==> src/sv/drf_pkg.sv <==
package drf_pkg;

    // reply kinds carried in tuser
    typedef enum logic [2:0] {
        KIND_HANGED_FREE = 3'd0,
        KIND_NOZZLE_OFF  = 3'd1,
        KIND_AMOUNT      = 3'd2,
        KIND_SUPPLY_DONE = 3'd3,
        KIND_CLOSED      = 3'd4,
        KIND_CONFIRM     = 3'd5,
        KIND_TOTALS      = 3'd6,
        KIND_DEFAULT     = 3'd7
    } t_kind;

    localparam int unsigned IDX_W    = 5;
    localparam int unsigned VOLQ_W   = 28;

    localparam logic [7:0] SOF_BYTE      = 8'h2D;
    localparam logic [7:0] CODE_STATUS   = 8'h81;
    localparam logic [7:0] CODE_AMOUNT   = 8'h84;
    localparam logic [7:0] CODE_AMT_SUB  = 8'h8F;
    localparam logic [7:0] CODE_SUPPLY   = 8'h93;
    localparam logic [7:0] CODE_CLOSED   = 8'h85;
    localparam logic [7:0] CODE_TOTALS   = 8'hA0;
    localparam logic [7:0] CODE_CONFIRM  = 8'h0C;
    localparam logic [7:0] STAT_FREE     = 8'h20;
    localparam logic [7:0] STAT_OFF      = 8'h21;
    localparam logic [7:0] BYTE_ONE      = 8'h01;
    localparam logic [7:0] BYTE_TWO      = 8'h02;
    localparam logic [7:0] BYTE_ZERO     = 8'h00;

    localparam logic [15:0] CRC_POLY     = 16'h1021;
    localparam logic [31:0] DIV10_RECIP  = 32'hCCCCCCCD;
    localparam int unsigned DIV10_SHIFT  = 35;

    typedef struct packed {
        t_kind              kind;
        logic [7:0]         addr;
        logic [7:0]         pid;
        logic [7:0]         nbit;
        logic [VOLQ_W-1:0]  vol;
        logic [23:0]        sum;
        logic [15:0]        price;
    } t_req;

    // whole frame length including the two crc bytes; also the length byte
    function automatic logic [IDX_W-1:0] frame_len(input t_kind kind);
        logic [IDX_W-1:0] len;
        case (kind)
            KIND_AMOUNT:      len = IDX_W'(14);
            KIND_SUPPLY_DONE: len = IDX_W'(17);
            KIND_CLOSED:      len = IDX_W'(22);
            KIND_CONFIRM:     len = IDX_W'(7);
            KIND_TOTALS:      len = IDX_W'(11);
            default:          len = IDX_W'(9);
        endcase
        return len;
    endfunction

    // one byte through crc-16/xmodem, msb first
    function automatic logic [15:0] crc_byte(input logic [15:0] crc_in, input logic [7:0] data);
        logic [15:0] crc;
        crc = crc_in ^ {data, 8'h00};
        for (int b = 0; b < 8; b++) begin
            if (crc[15]) begin
                crc = {crc[14:0], 1'b0} ^ CRC_POLY;
            end else begin
                crc = {crc[14:0], 1'b0};
            end
        end
        return crc;
    endfunction

endpackage

==> src/sv/drf_body_sel.sv <==
module drf_body_sel (
    input  drf_pkg::t_req                   i_req,
    input  logic [drf_pkg::IDX_W-1:0]       i_idx,
    output logic [7:0]                      o_byte
);

    logic [7:0] w_len;
    logic [7:0] w_v0, w_v1, w_v2, w_v3;

    assign w_len = 8'(drf_pkg::frame_len(i_req.kind));
    assign w_v0  = i_req.vol[7:0];
    assign w_v1  = i_req.vol[15:8];
    assign w_v2  = i_req.vol[23:16];
    assign w_v3  = 8'(i_req.vol[drf_pkg::VOLQ_W-1:24]);

    always_comb begin
        o_byte = drf_pkg::BYTE_ZERO;
        case (i_idx)
            5'd0: o_byte = drf_pkg::SOF_BYTE;
            5'd1: o_byte = i_req.addr;
            5'd2: o_byte = i_req.pid;
            5'd3: o_byte = w_len;
            default: begin
                case (i_req.kind)
                    drf_pkg::KIND_NOZZLE_OFF: begin
                        case (i_idx)
                            5'd4:    o_byte = drf_pkg::CODE_STATUS;
                            5'd5:    o_byte = drf_pkg::BYTE_ONE | i_req.nbit;
                            default: o_byte = drf_pkg::STAT_OFF;
                        endcase
                    end
                    drf_pkg::KIND_AMOUNT: begin
                        case (i_idx)
                            5'd4:    o_byte = drf_pkg::CODE_AMOUNT;
                            5'd5:    o_byte = i_req.nbit;
                            5'd6:    o_byte = drf_pkg::CODE_AMT_SUB;
                            5'd7:    o_byte = drf_pkg::BYTE_TWO;
                            5'd8:    o_byte = i_req.addr;
                            5'd9:    o_byte = w_v0;
                            5'd10:   o_byte = w_v1;
                            default: o_byte = w_v2;
                        endcase
                    end
                    drf_pkg::KIND_SUPPLY_DONE: begin
                        case (i_idx)
                            5'd4:    o_byte = drf_pkg::CODE_SUPPLY;
                            5'd5:    o_byte = drf_pkg::BYTE_ONE;
                            5'd6:    o_byte = drf_pkg::CODE_STATUS;
                            5'd7:    o_byte = w_v0;
                            5'd8:    o_byte = w_v1;
                            5'd9:    o_byte = w_v2;
                            5'd10:   o_byte = i_req.sum[7:0];
                            5'd11:   o_byte = i_req.sum[15:8];
                            5'd12:   o_byte = i_req.sum[23:16];
                            5'd13:   o_byte = i_req.price[7:0];
                            default: o_byte = i_req.price[15:8];
                        endcase
                    end
                    drf_pkg::KIND_CLOSED: begin
                        case (i_idx)
                            5'd4:    o_byte = drf_pkg::CODE_CLOSED;
                            5'd5:    o_byte = drf_pkg::BYTE_TWO;
                            5'd6:    o_byte = drf_pkg::CODE_STATUS;
                            5'd7:    o_byte = drf_pkg::BYTE_ONE;
                            5'd8:    o_byte = i_req.addr;
                            5'd9:    o_byte = w_v0;
                            5'd10:   o_byte = w_v1;
                            5'd11:   o_byte = w_v2;
                            5'd18:   o_byte = i_req.price[7:0];
                            5'd19:   o_byte = i_req.price[15:8];
                            default: o_byte = drf_pkg::BYTE_ZERO;
                        endcase
                    end
                    drf_pkg::KIND_CONFIRM: begin
                        o_byte = drf_pkg::CODE_CONFIRM;
                    end
                    drf_pkg::KIND_TOTALS: begin
                        case (i_idx)
                            5'd4:    o_byte = drf_pkg::CODE_TOTALS;
                            5'd5:    o_byte = w_v0;
                            5'd6:    o_byte = w_v1;
                            5'd7:    o_byte = w_v2;
                            default: o_byte = w_v3;
                        endcase
                    end
                    default: begin
                        case (i_idx)
                            5'd4:    o_byte = drf_pkg::CODE_STATUS;
                            5'd5:    o_byte = drf_pkg::BYTE_ONE;
                            default: o_byte = drf_pkg::STAT_FREE;
                        endcase
                    end
                endcase
            end
        endcase
    end

endmodule

==> src/sv/dispenser_response_framer_top.sv <==
// a request passes the request slot and the framer before its first byte
// reaches the output register; one frame byte per cycle while m_axis_tready
// is high, set by the single byte-wide output register; frames are 7-22 bytes
// reset: synchronous, active low; clears the request slot, the framer and the
// output register, payload registers keep their contents
module dispenser_response_framer_top (
    input  logic        i_clk,
    input  logic        i_rst_n,
    // request side
    input  logic        s_axis_tvalid,
    output logic        s_axis_tready,
    // [7:0] src_addr, [15:8] packet_id, [18:16] nozzle, [49:19] volume_ml,
    // [73:50] sum_cents, [89:74] price_cents, [95:90] zero
    input  logic [95:0] s_axis_tdata,
    // [2:0] op
    input  logic [2:0]  s_axis_tuser,
    // frame side
    output logic        m_axis_tvalid,
    input  logic        m_axis_tready,
    // [7:0] frame_byte
    output logic [7:0]  m_axis_tdata,
    output logic        m_axis_tlast
);

    localparam int unsigned IW = drf_pkg::IDX_W;

    // request slot, filled while the previous frame is still going out
    logic               r_a_vld;
    drf_pkg::t_kind     r_a_kind;
    logic [7:0]         r_a_addr;
    logic [7:0]         r_a_pid;
    logic [2:0]         r_a_noz;
    logic [30:0]        r_a_vol;
    logic [23:0]        r_a_sum;
    logic [15:0]        r_a_price;

    // framer
    logic               r_b_busy;
    drf_pkg::t_req      r_b_req;
    logic [IW-1:0]      r_b_idx;
    logic [15:0]        r_crc;

    // output register
    logic               r_o_vld;
    logic [7:0]         r_o_data;
    logic               r_o_last;

    logic               w_emit;
    logic               w_take;
    logic [IW-1:0]      w_len;
    logic               w_is_body;
    logic               w_is_last;
    logic [7:0]         w_body;
    logic [7:0]         w_byte;
    logic [62:0]        w_prod;
    drf_pkg::t_req      n_b_req;
    logic [15:0]        n_crc;

    drf_body_sel u_body_sel (
        .i_req  (r_b_req),
        .i_idx  (r_b_idx),
        .o_byte (w_body)
    );

    // a new byte moves into the output register whenever it is free or drains
    assign w_emit    = r_b_busy && (!r_o_vld || m_axis_tready);
    assign w_len     = drf_pkg::frame_len(r_b_req.kind);
    assign w_is_body = (r_b_idx < (w_len - IW'(2)));
    assign w_is_last = (r_b_idx == (w_len - IW'(1)));
    // framer picks up the waiting request when idle or on its final byte
    assign w_take    = r_a_vld && (!r_b_busy || (w_emit && w_is_last));

    assign s_axis_tready = !r_a_vld || w_take;

    // crc low byte then high byte after the body
    always_comb begin
        if (w_is_body) begin
            w_byte = w_body;
        end else if (w_is_last) begin
            w_byte = r_crc[15:8];
        end else begin
            w_byte = r_crc[7:0];
        end
    end

    assign n_crc = drf_pkg::crc_byte(r_crc, w_body);

    // volume / 10 as reciprocal multiply, exact for every 31-bit value
    assign w_prod = 63'(r_a_vol) * 63'(drf_pkg::DIV10_RECIP);

    always_comb begin
        // unknown kind falls back to the hanged-free frame
        n_b_req.kind  = (r_a_kind == drf_pkg::KIND_DEFAULT) ? drf_pkg::KIND_HANGED_FREE
                                                            : r_a_kind;
        n_b_req.addr  = r_a_addr;
        n_b_req.pid   = r_a_pid;
        n_b_req.nbit  = 8'h01 << r_a_noz;
        n_b_req.vol   = w_prod[drf_pkg::DIV10_SHIFT +: drf_pkg::VOLQ_W];
        n_b_req.sum   = r_a_sum;
        n_b_req.price = r_a_price;
    end

    // request slot
    always_ff @(posedge i_clk) begin
        if (!i_rst_n) begin
            r_a_vld <= 1'b0;
        end else if (s_axis_tvalid && s_axis_tready) begin
            r_a_vld <= 1'b1;
        end else if (w_take) begin
            r_a_vld <= 1'b0;
        end
        if (s_axis_tvalid && s_axis_tready) begin
            r_a_kind  <= drf_pkg::t_kind'(s_axis_tuser);
            r_a_addr  <= s_axis_tdata[7:0];
            r_a_pid   <= s_axis_tdata[15:8];
            r_a_noz   <= s_axis_tdata[18:16];
            r_a_vol   <= s_axis_tdata[49:19];
            r_a_sum   <= s_axis_tdata[73:50];
            r_a_price <= s_axis_tdata[89:74];
        end
    end

    // framer: byte index and running crc
    always_ff @(posedge i_clk) begin
        if (!i_rst_n) begin
            r_b_busy <= 1'b0;
            r_b_idx  <= '0;
            r_crc    <= '0;
        end else if (w_take) begin
            r_b_busy <= 1'b1;
            r_b_idx  <= '0;
            r_crc    <= '0;
        end else if (w_emit) begin
            r_b_busy <= !w_is_last;
            r_b_idx  <= r_b_idx + IW'(1);
            if (w_is_body) begin
                r_crc <= n_crc;
            end
        end
        if (w_take) begin
            r_b_req <= n_b_req;
        end
    end

    // output register
    always_ff @(posedge i_clk) begin
        if (!i_rst_n) begin
            r_o_vld <= 1'b0;
        end else if (w_emit) begin
            r_o_vld <= 1'b1;
        end else if (m_axis_tready) begin
            r_o_vld <= 1'b0;
        end
        if (w_emit) begin
            r_o_data <= w_byte;
            r_o_last <= w_is_last;
        end
    end

    assign m_axis_tvalid = r_o_vld;
    assign m_axis_tdata  = r_o_data;
    assign m_axis_tlast  = r_o_last;

    // byte index never runs past the frame
    a_idx_in_frame: assert property (@(posedge i_clk) disable iff (!i_rst_n)
        r_b_busy |-> (r_b_idx < w_len))
        else $error("frame index beyond frame length");

    // a frame only ends on its last byte
    a_no_early_end: assert property (@(posedge i_clk) disable iff (!i_rst_n)
        (w_emit && !w_is_last) |=> r_b_busy)
        else $error("framer went idle mid-frame");

    // a waiting request is never dropped
    a_req_kept: assert property (@(posedge i_clk) disable iff (!i_rst_n)
        (r_a_vld && !w_take) |=> r_a_vld)
        else $error("pending request lost");

    // every frame opens with the start byte
    a_sof: assert property (@(posedge i_clk) disable iff (!i_rst_n)
        (w_emit && (r_b_idx == '0)) |=> (m_axis_tdata == drf_pkg::SOF_BYTE))
        else $error("frame did not start with start byte");

endmodule

==> config.mk <==
export PLATFORM = sky130hd
export DESIGN_NAME = dispenser_response_framer_top
export DESIGN_NICKNAME = d
export VERILOG_FILES = /design/src/sv/drf_pkg.sv /design/src/sv/drf_body_sel.sv /design/src/sv/dispenser_response_framer_top.sv
export SDC_FILE = /design/constraint.sdc
export NUM_CORES = 1
export LEC_CHECK = 0
export BUFFER_PORTS_ARGS = -buffer_cell sky130_fd_sc_hd__buf_2
export CORE_UTILIZATION = 60
export CTS_CLUSTER_DIAMETER = 50
export DETAILED_ROUTE_END_ITERATION = 16
export PLACE_DENSITY = 0.78
export SLEW_MARGIN = 20
export SYNTH_ARGS = -nofsm -noshare
export SYNTH_HDL_FRONTEND = slang
export SYNTH_SLANG_ARGS = --single-unit
==> constraint.sdc <==
create_clock -name i_clk -period 14.4 [get_ports i_clk]
set_clock_uncertainty 0.05 [all_clocks]
set_input_delay 2.88 -clock i_clk [delete_from_list [all_inputs] [get_ports i_clk]]
set_output_delay 2.88 -clock i_clk [all_outputs]
set_load 0.005 [all_outputs]
Yosys cells after proc, flatten, opt, wreduce, memory -nomap -nowiden

Index checks and enable logic that the tools add are counted.

Add/subtract/negate cells: 3
Multiply operators: 1
Div/mod/pow operators: 0
Order comparisons: 1
Equal/unequal tests: 23
Shifts and indexed selects: 1
Multiplexer cells: 25
Bitwise operators: 10
Reductions and logical operators: 17

Operator list:

| operator               | number |
|---|---|
| $pmux 8 s10            | 2 |
| $mux 13                | 8 |
| $pmux 8 s4             | 2 |
| $mul 31x32->63 const B | 1 |
| $pmux 8 s7             | 1 |
| $pmux 8 s6             | 1 |
| $pmux 8 s2             | 2 |
| $eq 5x4->1 const B     | 6 |
| $pmux 5 s5             | 1 |
| $not 3->3              | 8 |
| $eq 5x3->1 const B     | 4 |
| $mux 8                 | 2 |
| $xor 16x16->16         | 1 |
| $eq 3x3->1 const B     | 4 |
| $eq 5x2->1 const B     | 2 |
| $eq 5x5->1 const B     | 2 |
| $shl 1x3->8 const A    | 1 |
| $eq 3x2->1 const B     | 2 |
| $mux 1                 | 6 |
| $reduce_bool 2->1      | 3 |
| $add 5x1->5 const B    | 1 |
| $eq 5x1->1 const B     | 1 |
| $eq 5x5->1             | 1 |
| $logic_not 5->1        | 1 |
| 10 further kinds       | 18 |

Bits in registers: 221
Bits in latches: 0
Memory bits (writable): 0
Bits in read-only memories: 0
Memories kept: 0

Longest topological paths before layout

Depth after elaboration: 21
Gate-level depth with buffers: 28

Cells and area by module

A second synthesis with hierarchy kept.

Cell total of the unflattened synthesis: 1892
Area total of the unflattened synthesis: 21212.8 µm²

Modules (own cells, without submodules):

| module                        | instances | cells each | area an instance (µm²) | seq. area each (µm²) |
|---|---|---|---|---|
| dispenser_response_framer_top | 1         | 1541       | 18925.7                | 6396.1 |
| drf_body_sel                  | 1         | 351        | 2287.2                 | 0.0 |

Worst setup path after synthesis

Ideal clock, no wire load.

Path type: input-to-reg
From: input m_axis_tready
To: register r_a_addr[0] (enable)
Data arrival time: 7670 ps
Data required time: 13775 ps
Slack: 6105 ps
Stages on the path: 3
Buffers on the path: 0
Cell sequence: nor2b_1 > o21a_1 > a21oi_1

Word-level cells in the longest chain between the ends: 7

Ends and longest elaborated chain:

| element              | RTL line                             | source |
|---|---|---|
| start, declared      | dispenser_response_framer_top.sv:19  | `input logic m_axis_tready,` |
| $logic_or 1x1->1     | dispenser_response_framer_top.sv:66  | `assign w_emit = r_b_busy && (!r_o_vld \|\| m_axis_tready);` |
| $logic_and 1x1->1    | dispenser_response_framer_top.sv:66  |  |
| $logic_and 1x1->1    | dispenser_response_framer_top.sv:71  | `assign w_take = r_a_vld && (!r_b_busy \|\| (w_emit && w_is_last));` |
| $logic_or 1x1->1     | dispenser_response_framer_top.sv:71  |  |
| $logic_and 1x1->1    | dispenser_response_framer_top.sv:71  |  |
| $logic_or 1x1->1     | dispenser_response_framer_top.sv:73  | `assign s_axis_tready = !r_a_vld \|\| w_take;` |
| $logic_and 1x1->1    | dispenser_response_framer_top.sv:112 | `if (s_axis_tvalid && s_axis_tready) begin` |
| end signal, assigned | dispenser_response_framer_top.sv:114 | `r_a_addr <= s_axis_tdata[7:0];` |
| end, declared        | dispenser_response_framer_top.sv:30  | `logic [7:0] r_a_addr;` |

No other way between the ends.
A chain may end at the register's enable or synchronous reset.

==> summary.md <==
| Metric | Value |
|---|---|
| Worst r2r src | r_a_vol[16]$_DFFE_PP_ |
| # H-tree levels | 1 |
| Adder-Cell Fraction of Synth Area | 40.4% |
| Total wire length | 51.3 mm |
| Worst setup path category | reg2reg |
| Synth top area share | 28.0% |
| Die width | 190 um |
| Most frequent cell after synthesis | inv_1 |
| Drt first pass iters | 6 |
| Largest net degree at the start of global routing | 70 |
| Main combinational cell family by area after synthesis | adder cells |
| Synth area leaders | edfxtp_1 (28%), fa_1 (22%), ha_1 (19%) |
| Min Clock Period, post-route | 8530 ps |
| Async set-or-reset flop fraction in the synthesized netlist | 0% |
| Yosys reg bits | 221 |
| Clock Latency Late Sink | 570 ps |
| Clock sink count | 221 |
| Final Hold Fails | 0 |
| EDFF count, synth | 197 |
| Synth Area in Compound Gates | 11.1% |
| GP Congestion | 0.970 |
| Clock transition at the registers of the reported paths | 60 ps |
| RSZ-0062 raised after global routing | no |
| GRT Overall Usage | 29.8% |
| Simple-Gate Fraction of Synth Area | 7.42% |
| R2r setup slk | 5870 ps |
| Cell Area, Synth | 0.0211 sq mm |
| PnR worst setup slack | 5870 ps |
| CTS tree | built |
| Fin. max-slew vios | 0 |
| Vias in the first global route | 15.5k |
| Setup total negative slack | 0 ps |
| Share of cells above drive strength 1 | 10.2% |
| P&R area growth vs syn | 9.30% |
| Relative slew slack | 30.6% |
| Status | completed |
| Hpwl dp | 41.8 mm |
| Diodes inserted | 0 |
| Routed WL per cell | 21.1 um |
| Top post-synthesis cells by count | inv_1 (330), ha_1 (313), fa_1 (231) |
| XOR/XNOR Fraction of Synth Area | 3.25% |
| CTS Hold Bufs | 0 |
| CTS resizes | 0 |
| Hold crit path type | reg2reg |
| DRC Markers | 0 |
| Data arrival, critical path | 8800 ps |
| Grt ovf | 0 |
| Initial Utilization | 61.1% |
| Max Cap Viol | 0 |
| IO buf count | 107 |
| CTS buffer count | 28 |
| Post-Synthesis Cells | 1857 |
| Post-synthesis sequential area ratio | 30.3% |
| Dominant synthesized flop cell | edfxtp_1 |
| Number of routed nets with antenna violations | 0 |
| Total Die Area | 0.0360 sq mm |
| Critical path peak fanout | 7 |
| IO Count | 114 |
| Clock root buffer | clkbuf_16 |
| Syn_nets | 2504 |
| Routed via count | 14.4k |
| Setup crit start kind | flop |
| First-pass GRT wire length | 82.0 mm |
| Post-synthesis area per instance | 11.4 sq um |
| Nets | 2605 |
| Setup-failing EPs final | 0 |
| Initial DRC count | 1069 |
| Die Ht | 190 um |
| Count of different cell masters after synthesis | 88 |
| Core Rows | 68 |
| CP required | 14670 ps |
| Multiplexer area fraction after synthesis | 0.639% |
| Max Fclk | 117 MHz |
| Worst Hold End | r_b_req[24]$_DFFE_PP_ |
| Via/cell ratio | 5.91 |
| Biggest area consumer among synthesized cells | edfxtp_1 |
| Fill cell count | 2583 |
| Hold Crit Start | r_a_sum[8]$_DFFE_PP_ |
| Initial antenna violation count | 1 |
| Core box area | 0.0346 sq mm |
| Synth Warn # | 0 |
| Post-layout util | 66.7% |
| Least-Margin Pin Slew | 1030 ps |
| Hold Path Stages | 0 |
| CP endpoint kind | flop |
| Setup Fix Bufs, Post-CTS | 0 |
| R2R depth | 23 |
| CTS max path bufs | 3 |
| Tcrit/Tclk final | 59.2% |
| Reg2reg end | r_b_req[67]$_DFFE_PP_ |
| Worst slack, placed | 5950 ps |
## per-stage QoR
| step | cells | area, sq um | hold slack, ps |
|---|---|---|---|
| 2_1_floorplan | 1857 | 21100 | 350 |
| 3_3_place_gp | 2383 | 22200 | 355 |
| 3_5_place_dp | 2383 | 22200 | 355 |
| 4_1_cts | 2433 | 23100 | 368 |
| 5_1_grt | 2433 | 23100 | 371 |
| 6_report | 2433 | 23100 | 368 |
## routing by layer
layer	vias up	track usage, %	part of all wire, %
met4	0	14.5	5.5
met3	159	4.43	4.8
li1	6695	-	-
met5	-	0	0
met2	470	52.4	51
met1	7043	35.7	39
## registers in the layout, summed over array words and instances, names as in the netlist, 3 cells and up
signal and flops:
r_a_addr 8, r_a_vol 31, r_a_sum 24, r_a_noz 3, r_a_price 16, r_b_req 95
r_b_idx 5, r_crc 16, m_axis_tdata 8, r_a_kind 3, r_a_pid 8
## cell families after synthesis
family,after synthesis
AOI/OAI and AO/OA,332
DFF,221
and+or+nand+nor,295
xor gates and xnor gates,73
buffers and inverters,380
muxes,12
adders and majority gates,544
## critical path, cell delays in order (launching register included)
cell       delay, ps
edfxtp_1         560
ha_1             400
inv_1             70
fa_1             720
fa_1             540
fa_1             570
inv_1            110
fa_1             590
fa_1             460
fa_1             500
inv_1             50
fa_1             350
inv_1             60
ha_1             340
a21o_1           230
a21o_1           200
a2111oi_0        570
o311ai_0         420
a311oi_1         360
o31ai_1          210
and3_1           250
or3_1            370
a31oi_1          220
xnor2_1           80
## cell usage in the layout, fill, tap and decap left out, drive strengths merged, types with 11 or more instances in the layout
| cell type | netlist | routed |
|---|---|---|
| a211oi | 15 | 15 |
| a21o | 48 | 48 |
| a21oi | 75 | 75 |
| a222oi | 20 | 20 |
| a22o | 11 | 11 |
| a22oi | 13 | 13 |
| a31oi | 12 | 12 |
| and3 | 11 | 11 |
| buf | 19 | 121 |
| clkbuf | 31 | 35 |
| dfxtp | 24 | 24 |
| edfxtp | 197 | 197 |
| fa | 231 | 231 |
| ha | 313 | 313 |
| inv | 330 | 335 |
| nand2 | 96 | 96 |
| nand3 | 29 | 29 |
| nand4 | 11 | 11 |
| nor2 | 54 | 54 |
| nor2b | 15 | 15 |
| nor3 | 18 | 18 |
| o211ai | 11 | 11 |
| o21a | 12 | 12 |
| o21ai | 44 | 44 |
| xnor2 | 43 | 43 |
| xor2 | 27 | 27 |
## worst max path at each step
stage,startpoint,endpoint,slack [ps]
after floorplan,m_axis_tready,r_a_addr[0]$_DFFE_PP_,6100
after global placement,r_a_vol[16]$_DFFE_PP_,r_b_req[67]$_DFFE_PP_,6010
after detailed placement,r_a_vol[16]$_DFFE_PP_,r_b_req[67]$_DFFE_PP_,5950
after CTS,r_a_vol[16]$_DFFE_PP_,r_b_req[67]$_DFFE_PP_,5880
after global routing,r_a_vol[16]$_DFFE_PP_,r_b_req[67]$_DFFE_PP_,5560
final,r_a_vol[16]$_DFFE_PP_,r_b_req[67]$_DFFE_PP_,5870
## layout make-up
type | count | area (sq um) | area share [%]
Sequential cell | 221 | 6400 | 27.7
Timing Repair Buffer | 121 | 641 | 2.77
Clock buffer | 35 | 769 | 3.33
Clock inverter | 15 | 186 | 0.807
Tap cell | 455 | 569 | 2.46
Inverter | 330 | 1240 | 5.37
Multi-Input combinational cell | 1256 | 13300 | 57.6
Power is left out: the tool's default activity adds up to more than one toggle a clock period on the data nets, which glitch-free logic cannot reach.
